[src/rtl/qsc_pkg.sv]
package qsc_pkg;

    localparam int unsigned ValueW   = 9;
    localparam int unsigned StepW    = 8;
    localparam int unsigned TickW    = 16;
    localparam int unsigned SetW     = 10;
    localparam int unsigned CfgDataW = 16;

    localparam logic [ValueW-1:0] ResetValue   = 9'd120;
    localparam logic [ValueW-1:0] ResetMin     = 9'd40;
    localparam logic [ValueW-1:0] ResetMax     = 9'd300;
    localparam logic [StepW-1:0]  ResetStep    = 8'd5;
    localparam logic [TickW-1:0]  ResetHoldoff = 16'd150;
    localparam logic [TickW-1:0]  TickSat      = 16'hFFFF;

    typedef enum logic [1:0] {
        OP_EDGE = 2'd0,
        OP_TICK = 2'd1,
        OP_SET  = 2'd2
    } qsc_op_t;

    typedef enum logic [1:0] {
        MOVED_NONE = 2'd0,
        MOVED_UP   = 2'd1,
        MOVED_DOWN = 2'd2
    } qsc_moved_t;

    typedef enum logic [1:0] {
        REG_MIN_VALUE     = 2'd0,
        REG_MAX_VALUE     = 2'd1,
        REG_STEP_SIZE     = 2'd2,
        REG_HOLDOFF_TICKS = 2'd3
    } qsc_reg_t;

    typedef struct packed {
        logic [1:0]      op;
        logic            from_line_a;
        logic            rising;
        logic [SetW-1:0] set_value;
    } qsc_item_t;

    typedef struct packed {
        logic [ValueW-1:0] value;
        logic [1:0]        moved;
    } qsc_result_t;

endpackage

[src/rtl/quadrature_step_counter.sv]
// Quadrature step counter: decodes encoder edge items into a clamped counter value.
// Each result is registered in the output entry, or in the skid entry while that one stalls.
// Throughput: one item per cycle; a two-entry output stage lets input continue while
// a result waits, and s_axis_tready drops only when both entries hold results.
// Reset (rst_n low, asynchronous): value 120, limits 40..300, step 5, holdoff 150,
// levels low, first edge pending, tick count zero, output stage empty.
module quadrature_step_counter
    import qsc_pkg::*;
(
    input  logic                clk,
    input  logic                rst_n,
    input  logic                s_axis_tvalid,
    output logic                s_axis_tready,
    input  logic [15:0]         s_axis_tdata,  // from_line_a, rising, set_value[9:0], zero pad
    input  logic [1:0]          s_axis_tuser,  // op
    output logic                m_axis_tvalid,
    input  logic                m_axis_tready,
    output logic [15:0]         m_axis_tdata,  // value[8:0], zero pad
    output logic [1:0]          m_axis_tuser,  // moved
    input  logic                cfg_valid,
    output logic                cfg_ready,
    input  logic [1:0]          cfg_index,
    input  logic [CfgDataW-1:0] cfg_data
);

    qsc_item_t   item;
    qsc_result_t result;
    logic        in_accept;
    logic        out_accept;

    qsc_result_t out_reg;
    logic        out_valid_reg;
    qsc_result_t skid_reg;
    logic        skid_valid_reg;

    assign cfg_ready     = 1'b1;
    assign s_axis_tready = !skid_valid_reg;
    assign in_accept     = s_axis_tvalid && s_axis_tready;
    assign out_accept    = out_valid_reg && m_axis_tready;

    assign item.op          = s_axis_tuser;
    assign item.from_line_a = s_axis_tdata[0];
    assign item.rising      = s_axis_tdata[1];
    assign item.set_value   = s_axis_tdata[SetW+1:2];

    qsc_core u_core (
        .clk         (clk),
        .rst_n       (rst_n),
        .cfg_write   (cfg_valid && cfg_ready),
        .cfg_index   (cfg_index),
        .cfg_data    (cfg_data),
        .item_accept (in_accept),
        .item        (item),
        .result      (result)
    );

    always_ff @(posedge clk or negedge rst_n)
    begin
        if (!rst_n)
        begin
            out_valid_reg  <= 1'b0;
            skid_valid_reg <= 1'b0;
        end
        else if (in_accept && (!out_valid_reg || out_accept))
        begin
            out_valid_reg <= 1'b1;
        end
        else if (in_accept)
        begin
            skid_valid_reg <= 1'b1;
        end
        else if (out_accept)
        begin
            // refill from the skid entry, otherwise drain
            out_valid_reg  <= skid_valid_reg;
            skid_valid_reg <= 1'b0;
        end
    end

    always_ff @(posedge clk)
    begin
        if (in_accept && (!out_valid_reg || out_accept))
        begin
            out_reg <= result;
        end
        else if (in_accept)
        begin
            skid_reg <= result;
        end
        else if (out_accept && skid_valid_reg)
        begin
            out_reg <= skid_reg;
        end
    end

    assign m_axis_tvalid = out_valid_reg;
    assign m_axis_tdata  = {{(16-ValueW){1'b0}}, out_reg.value};
    assign m_axis_tuser  = out_reg.moved;

endmodule

[src/rtl/qsc_core.sv]
module qsc_core
    import qsc_pkg::*;
(
    input  logic                clk,
    input  logic                rst_n,
    input  logic                cfg_write,
    input  logic [1:0]          cfg_index,
    input  logic [CfgDataW-1:0] cfg_data,
    input  logic                item_accept,
    input  qsc_item_t           item,
    output qsc_result_t         result
);

    logic [ValueW-1:0] min_value_reg;
    logic [ValueW-1:0] max_value_reg;
    logic [StepW-1:0]  step_size_reg;
    logic [TickW-1:0]  holdoff_ticks_reg;

    logic              level_a_reg, level_a_next;
    logic              level_b_reg, level_b_next;
    logic              first_edge_reg, first_edge_next;
    logic [TickW-1:0]  ticks_reg, ticks_next;
    logic [ValueW-1:0] count_reg, count_next;
    logic [1:0]        moved;

    logic [ValueW:0]   sum_up;
    logic [ValueW-1:0] up_val;
    logic [ValueW-1:0] diff_down;
    logic              underflow;
    logic [ValueW-1:0] down_val;
    logic [ValueW-1:0] set_val;

    always_comb
    begin
        sum_up    = {1'b0, count_reg} + {2'b00, step_size_reg};
        up_val    = (sum_up > {1'b0, max_value_reg}) ? max_value_reg : sum_up[ValueW-1:0];
        diff_down = count_reg - {1'b0, step_size_reg};
        underflow = count_reg < {1'b0, step_size_reg};
        down_val  = (underflow || (diff_down < min_value_reg)) ? min_value_reg : diff_down;
        if (item.set_value < {1'b0, min_value_reg})
        begin
            set_val = min_value_reg;
        end
        else if (item.set_value > {1'b0, max_value_reg})
        begin
            set_val = max_value_reg;
        end
        else
        begin
            set_val = item.set_value[ValueW-1:0];
        end
    end

    always_comb
    begin
        level_a_next    = level_a_reg;
        level_b_next    = level_b_reg;
        first_edge_next = first_edge_reg;
        ticks_next      = ticks_reg;
        count_next      = count_reg;
        moved           = MOVED_NONE;
        case (item.op)
            OP_EDGE:
            begin
                if (item.from_line_a)
                begin
                    level_a_next = item.rising;
                end
                else
                begin
                    level_b_next = item.rising;
                end
                if (first_edge_reg)
                begin
                    first_edge_next = 1'b0;
                end
                else if (ticks_reg >= holdoff_ticks_reg)
                begin
                    // falling A with B high steps up, falling B with A high steps down
                    if (item.from_line_a && !item.rising && level_b_reg)
                    begin
                        count_next = up_val;
                        ticks_next = '0;
                        moved      = MOVED_UP;
                    end
                    else if (!item.from_line_a && !item.rising && level_a_reg)
                    begin
                        count_next = down_val;
                        ticks_next = '0;
                        moved      = MOVED_DOWN;
                    end
                end
            end
            OP_TICK:
            begin
                if (ticks_reg != TickSat)
                begin
                    ticks_next = ticks_reg + 1'b1;
                end
            end
            OP_SET:
            begin
                count_next = set_val;
            end
            default:
            begin
                moved = MOVED_NONE;
            end
        endcase
        result.value = count_next;
        result.moved = moved;
    end

    always_ff @(posedge clk or negedge rst_n)
    begin
        if (!rst_n)
        begin
            min_value_reg     <= ResetMin;
            max_value_reg     <= ResetMax;
            step_size_reg     <= ResetStep;
            holdoff_ticks_reg <= ResetHoldoff;
        end
        else if (cfg_write)
        begin
            case (cfg_index)
                REG_MIN_VALUE:     min_value_reg     <= cfg_data[ValueW-1:0];
                REG_MAX_VALUE:     max_value_reg     <= cfg_data[ValueW-1:0];
                REG_STEP_SIZE:     step_size_reg     <= cfg_data[StepW-1:0];
                REG_HOLDOFF_TICKS: holdoff_ticks_reg <= cfg_data[TickW-1:0];
                default:           min_value_reg     <= min_value_reg;
            endcase
        end
    end

    always_ff @(posedge clk or negedge rst_n)
    begin
        if (!rst_n)
        begin
            level_a_reg    <= 1'b0;
            level_b_reg    <= 1'b0;
            first_edge_reg <= 1'b1;
            ticks_reg      <= '0;
            count_reg      <= ResetValue;
        end
        else if (item_accept)
        begin
            level_a_reg    <= level_a_next;
            level_b_reg    <= level_b_next;
            first_edge_reg <= first_edge_next;
            ticks_reg      <= ticks_next;
            count_reg      <= count_next;
        end
    end

endmodule

[config.mk]
export PLATFORM = sky130hd
export DESIGN_NAME = quadrature_step_counter
export DESIGN_NICKNAME = d
export VERILOG_FILES = /design/src/rtl/qsc_pkg.sv /design/src/rtl/quadrature_step_counter.sv /design/src/rtl/qsc_core.sv
export SDC_FILE = /design/constraint.sdc
export NUM_CORES = 1
export LEC_CHECK = 0
export BUFFER_PORTS_ARGS = -buffer_cell sky130_fd_sc_hd__buf_2
export CAP_MARGIN = 20
export CORE_ASPECT_RATIO = 0.75
export CORE_MARGIN = 2
export CORE_UTILIZATION = 58
export DETAILED_ROUTE_END_ITERATION = 8
export PLACE_DENSITY = 0.78
export SETUP_SLACK_MARGIN = 0.5
export SYNTH_ARGS = -nofsm -noshare
export SYNTH_HDL_FRONTEND = slang
export SYNTH_SLANG_ARGS = --single-unit
[constraint.sdc]
create_clock -name clk -period 5.5 [get_ports clk]
set_clock_uncertainty 0.05 [all_clocks]
set_input_delay 1.65 -clock clk [delete_from_list [all_inputs] [get_ports clk]]
set_output_delay 1.65 -clock clk [all_outputs]
set_load 0.05 [all_outputs]
Word-level counts from Yosys, hierarchy flattened

Index checks and enable logic that the tools add are counted.

Flip-flop bits (word level): 94
Output and inout bits: 21

Add/sub/neg operators: 3
Magnitude comparators: 6
Equal/unequal tests: 11
Multiplexer cells: 28
Bitwise operators: 2
Reductions and logical operators: 32

Operators with widths:

| kind                                                   | count |
|---|---|
| 2-to-1 mux 16 bit                                      | 5 |
| 2-to-1 mux 9 bit                                       | 8 |
| 2-to-1 mux 11 bit                                      | 3 |
| case mux 16 bit (2 select lines)                       | 1 |
| > comparator 10 x 9 -> 1 bit                           | 2 |
| case mux 9 bit (2 select lines)                        | 1 |
| AND reduction 2 bit                                    | 9 |
| adder 16 x 1 -> 16 bit (second input constant)         | 1 |
| >= comparator 16 bit                                   | 1 |
| inequality test 16 bit (second input constant)         | 1 |
| adder 9 x 8 -> 10 bit                                  | 1 |
| < comparator 10 x 9 -> 1 bit                           | 1 |
| 2-to-1 mux 2 bit                                       | 5 |
| < comparator 9 x 8 -> 1 bit                            | 1 |
| < comparator 9 bit                                     | 1 |
| subtractor 9 x 8 -> 9 bit                              | 1 |
| logical AND 1 bit                                      | 8 |
| nonzero test 2 bit                                     | 4 |
| equality test 2 bit (second input constant)            | 3 |
| inequality test 2 x 1 -> 1 bit (second input constant) | 3 |
| AND reduction 3 bit                                    | 2 |
| AND reduction 6 bit                                    | 1 |
| 2-to-1 mux 1 bit                                       | 5 |
| equality test 2 x 1 -> 1 bit (second input constant)   | 2 |
| other kinds (6)                                        | 12 |

Longest topological paths before layout

Word-level depth: 10
Gate-level depth with buffers: 18

Modules after synthesis

Synthesis repeated with hierarchy kept, for this count alone.

Cell total of the unflattened synthesis: 719
Area, all modules: 6,875.3 um^2

Modules (own cells, without submodules):

| module                  | instances | cells an instance | area an instance (um^2) | seq. area each (um^2) |
|---|---|---|---|---|
| qsc_core                | 1         | 660               | 5,831.8                 | 1,773.0 |
| quadrature_step_counter | 1         | 59                | 1,043.5                 | 710.7 |

Worst setup path after synthesis

Ideal clock, no wire load.

Path type: register to register
Start: reg u_core.step_size_reg[2]
End: reg out_reg (netlist bit m_axis_tdata[1]), data pin
Setup time: 260 ps
Arrival: 3,724 ps
Path slack: 1,466 ps
Cell stages (with the launch flop): 16
Cell sequence: dfstp_2 inv_1 ha_1 buf_6 nor2b_1 o21a_1 a31o_2 a311oi_1 ha_1 and4_1 a221oi_1 a32oi_2 a211oi_2 a211oi_1 a211o_1 mux2_2

RTL lines:

| item                     | RTL line                      | RTL |
|---|---|---|
| start: declaration       | qsc_core.sv:16                | `logic [StepW-1:0] step_size_reg;` |
| start signal: assignment | qsc_core.sv:120               | `step_size_reg <= ResetStep;` |
| start signal: assignment | qsc_core.sv:128               | `REG_STEP_SIZE: step_size_reg <= cfg_data[StepW-1:0];` |
| end signal: assignment   | quadrature_step_counter.sv:84 | `out_reg <= result;` |
| end signal: assignment   | quadrature_step_counter.sv:92 | `out_reg <= skid_reg;` |
| end: declaration         | quadrature_step_counter.sv:31 | `qsc_result_t out_reg;` |

Worst setup path after layout

Start: reg u_core.count_reg[0]
End: reg out_reg (netlist bit m_axis_tdata[2]), data pin

Cells in the longest elaborated chain, start to end: 10
Elaborated cells on any way between the ends: 14
Those cells by class: add/sub (2); order compare (3); mux (8); reduce/logical (1)

RTL lines:

| item                              | RTL line                      | RTL |
|---|---|---|
| start: declaration                | qsc_core.sv:23                | `logic [ValueW-1:0] count_reg, count_next;` |
| start signal: assignment          | qsc_core.sv:143               | `count_reg <= ResetValue;` |
| start signal: assignment          | qsc_core.sv:151               | `count_reg <= count_next;` |
| subtractor 9 x 8 -> 9 bit         | qsc_core.sv:37                | `diff_down = count_reg - {1'b0, step_size_reg};` |
| < comparator 9 bit                | qsc_core.sv:39                | `down_val = (underflow \|\| (diff_down < min_value_reg)) ? min_value_reg : diff_down;` |
| logical OR 1 bit                  | qsc_core.sv:39                |  |
| 2-to-1 mux 9 bit                  | qsc_core.sv:39                |  |
| 2-to-1 mux 9 bit                  | qsc_core.sv:86                | `else if (!item.from_line_a && !item.rising && level_a_reg)` |
| 2-to-1 mux 9 bit *                | qsc_core.sv:80                | `if (item.from_line_a && !item.rising && level_b_reg)` |
| 2-to-1 mux 9 bit *                | qsc_core.sv:77                | `else if (ticks_reg >= holdoff_ticks_reg)` |
| 2-to-1 mux 9 bit *                | qsc_core.sv:73                | `if (first_edge_reg)` |
| case mux 9 bit (2 select lines) * | qsc_core.sv:62                | `case (item.op)` |
| 2-to-1 mux 11 bit *               | quadrature_step_counter.sv:82 | `if (in_accept && (!out_valid_reg \|\| out_accept))` |

Mark *: on every way between the ends. The rest lies on a longest branch, timed or not.
A chain may end at the register's enable or synchronous reset.

==> impl_results.md <==
* Die Area at between 0.01 and 0.015 mm2
* Synthesis Warnings at 0
* Final core occ at 0.658
* Pre-antenna DRT Iters at 5
* Max Cap Viol at 0
* Hold depth at 1
* RSZ-0062 raised after global routing: no
* Via/cell ratio at 6.14
* Clock Sinks at 94
* Class of the worst hold path: reg2reg
* Tcrit/Tclk final at 0.850
* Routability cong. at between 0.9 and 1
* GRT Total Usage at 0.282
* VDD IR max at 0.272 mV
* Pwr dens at 515 mW/mm2
* Placed Instances at 881
* Post-synthesis sequential area ratio at 0.378
* Hold endpoint: u_core.holdoff_ticks_reg[15]$_DFFE_PN0P_
* Layout cells sized above 1 at 0.184
* Final min period at roughly 4.7 ns
* Gate Count Post-Synth at 707
* Setup tns final at 0 ns
* Row Count at 33
* Die height at approximately 96 um
* Synth top area cells: dfrtp_1, ha_1, edfxtp_1, dfstp_2, mux2_2
* Cell at the root of the clock tree: clkbuf_16
* Mapped Avg Cell Area at 9.30 um2
* Ports at between 60 and 70
* Vias at 5,529
* Distinct cells, synth at 66
* Slew Viols, Final at 0
* Critical path class: reg2reg
* Post-synth EDFFs at 22
* First-pass GRT wire length at 26.6 mm
* Skew-Pair Late Insertion Delay at roughly 0.34 ns
* CP endpoint kind: register
* WP data required at 5.50 ns
* Die width at 127 um
* FMAX at 214 MHz
* Area leader, netlist: dfrtp_1
* CTS tree: done
* Cell Count, Final, Fillers Out at 901
* Hold Slack at 0.455 ns
* Share of the synthesized area in the top cell type at 0.209
* Final #Nets at ~870
* TritonCTS Buffers at 9
* Crit path launch type: register
* Design Power at 3720 uW
* RR Endpoint: m_axis_tdata[2]$_DFFE_PP_
* HP Start: u_core.holdoff_ticks_reg[15]$_DFFE_PN0P_
* CORE AREA at roughly 0.011 mm2
* Antenna violations before repair at 0
* Relative slew slack at 0.352
* Post-route ant nets at 0
* Setup violators final at 0
* ANT cells at 0
* FF+latch count, synth at 94
* Lkg Pwr at 0.00338 uW
* HPWL Detailed at 13.0 mm
* Asr flop ratio synth at 0.766
* Cell with the most instances after synthesis: nand2_1
* Final Routed Wirelength at 16.6 mm
* CP Data Arrival Time at roughly 4.7 ns
* Number of global-route vias before repair at between 5,000 and 6,000
* H-tree levels at 3
* Drt drc at 0
* Top cells by instance count after synthesis: nand2_1, ha_1, o21ai_0
* Initial drt markers at 451
* Area grow syn2layout at 9.95%
* Largest net degree at the start of global routing at 38
* Reg clk slew, reported paths at 0.06 ns
* Synth Flop Type: dfrtp_1
* Filler cell count at 887
* Hold Vio Cnt, Final at 0
* Crit-path max FO at 9
* PortBufs at 49
* Status: finished, final reports clean
* Drt wl/cell at 18.5 um
* Clock Path Buffers at 2
* Worst slew pin tran at 0.968 ns
* Critical R2R Launch: u_core.count_reg[0]$_DFFE_PN0P_
* Initial core utilization at 0.599
* Total grt overflow at 0
* Flop-to-flop setup slack at 0.83 ns
* Cts hold-fix bufs at 0
* Worst R2R Path Depth at 18
* Post-Syn Area at around 0.0066 mm2
-- per-stage QoR --
step / setup slack (ns) / instance area (um2)
4_1_cts: 0.638 / 7180
3_3_place_gp: 0.770 / 6900
3_5_place_dp: 0.671 / 6900
6_report: 0.826 / 7230
5_1_grt: 0.578 / 7230
2_1_floorplan: 1.47 / 6600
-- logic make-up (layout without fill, tap and decap cells) --
family	count (synthesis)	in the layout	share of synthesized area
other	2	8	0.00114
XOR/XNOR	11	11	0.0147
flip-flops	94	94	0.378
AND/OR/NAND/NOR	202	202	0.141
buffers and inverters	84	132	0.0563
adder cells (fa/ha/maj)	69	69	0.134
multiplexers	55	55	0.0912
AO/OA/AOI/OAI	190	190	0.185
-- cell usage in the layout (no fill, tap or decap), types with 3 or more instances in the layout --
master,netlist,routed
nand2_1,79,79
ha_1,67,67
o21ai_0,63,63
inv_1,59,59
dfrtp_1,55,55
nor2_1,54,54
buf_2,5,49
a21oi_1,39,39
mux2_2,39,39
edfxtp_1,22,22
dfstp_2,17,17
mux2i_1,16,16
a31oi_1,14,14
nand3_1,13,13
a21o_1,11,11
nor2b_1,10,10
a211oi_1,10,10
and3_1,10,10
xnor2_1,9,9
clkbuf_16,0,9
conb_1,2,8
buf_4,9,8
nor3_1,7,7
o211ai_1,7,7
o21ai_1,6,6
nand2b_1,6,6
nand4_1,6,6
o21a_1,5,5
clkinv_2,0,4
o2111ai_1,3,3
nand3b_1,3,3
a211o_1,3,3
and2_1,3,3
o31ai_1,3,3
-- worst max-delay path, cell delays in order (launching register included) --
cell      delay, ns
dfrtp_1        0.46
inv_1          0.07
ha_1           0.23
fa_1           0.41
nor2b_1        0.13
o21a_1         0.15
a31o_2         0.21
nor4_1         0.06
a311oi_1       0.47
ha_1           0.36
and4_1         0.25
a221oi_2       0.43
a32oi_4        0.13
buf_4          0.21
buf_4          0.14
nand2_1        0.05
o211ai_1       0.08
a21oi_1        0.37
a31oi_1        0.13
-- how the worst max path moves through the flow --
stage | endpoint | cells past startpoint | start | slack [ns]
6_report | m_axis_tdata[2]$_DFFE_PP_ | 18 | u_core.count_reg[0]$_DFFE_PN0P_ | 0.83
4_1_cts | m_axis_tdata[1]$_DFFE_PP_ | 18 | u_core.count_reg[0]$_DFFE_PN0P_ | 0.64
3_3_place_gp | m_axis_tdata[1]$_DFFE_PP_ | 18 | u_core.count_reg[0]$_DFFE_PN0P_ | 0.77
3_5_place_dp | m_axis_tdata[1]$_DFFE_PP_ | 18 | u_core.count_reg[0]$_DFFE_PN0P_ | 0.67
5_1_grt | m_axis_tdata[0]$_DFFE_PP_ | 17 | u_core.count_reg[0]$_DFFE_PN0P_ | 0.58
2_1_floorplan | m_axis_tdata[1]$_DFFE_PP_ | 15 | u_core.step_size_reg[2]$_DFFE_PN1P_ | 1.47
-- metal layers --
metal | vias up | track usage | wire length, um
li1 | 2622 | - | -
met1 | 2668 | 0.408 | 7680
met2 | 217 | 0.451 | 7480
met3 | 22 | 0.0456 | 1290
met4 | 0 | 0.0604 | 189
met5 | - | 0 | 0
-- what timing repair did --
item / in CTS / in global routing
endpoints found under the setup margin: 0 / 5
gates resized for setup: 0 / 2
buffers inserted: 0 / 3
-- layout make-up --
class / instances / area, um2 / share of cell area
clock inverters: 5 / 50.0 / 0.00692
repair buffers: 57 / 305 / 0.0422
well taps: 140 / 175 / 0.0242
clock buffers: 11 / 233 / 0.0322
flip-flops and latches: 94 / 2480 / 0.344
multi-input cells: 535 / 3760 / 0.520
inverters: 59 / 221 / 0.0306
-- where the power goes --
| part | switching [uW] | internal, uW |
|---|---|---|
| logic | 1280 | 776 |
| clock network | 254 | 349 |
| registers | 142 | 918 |
Power figures use the tool's default switching activity.
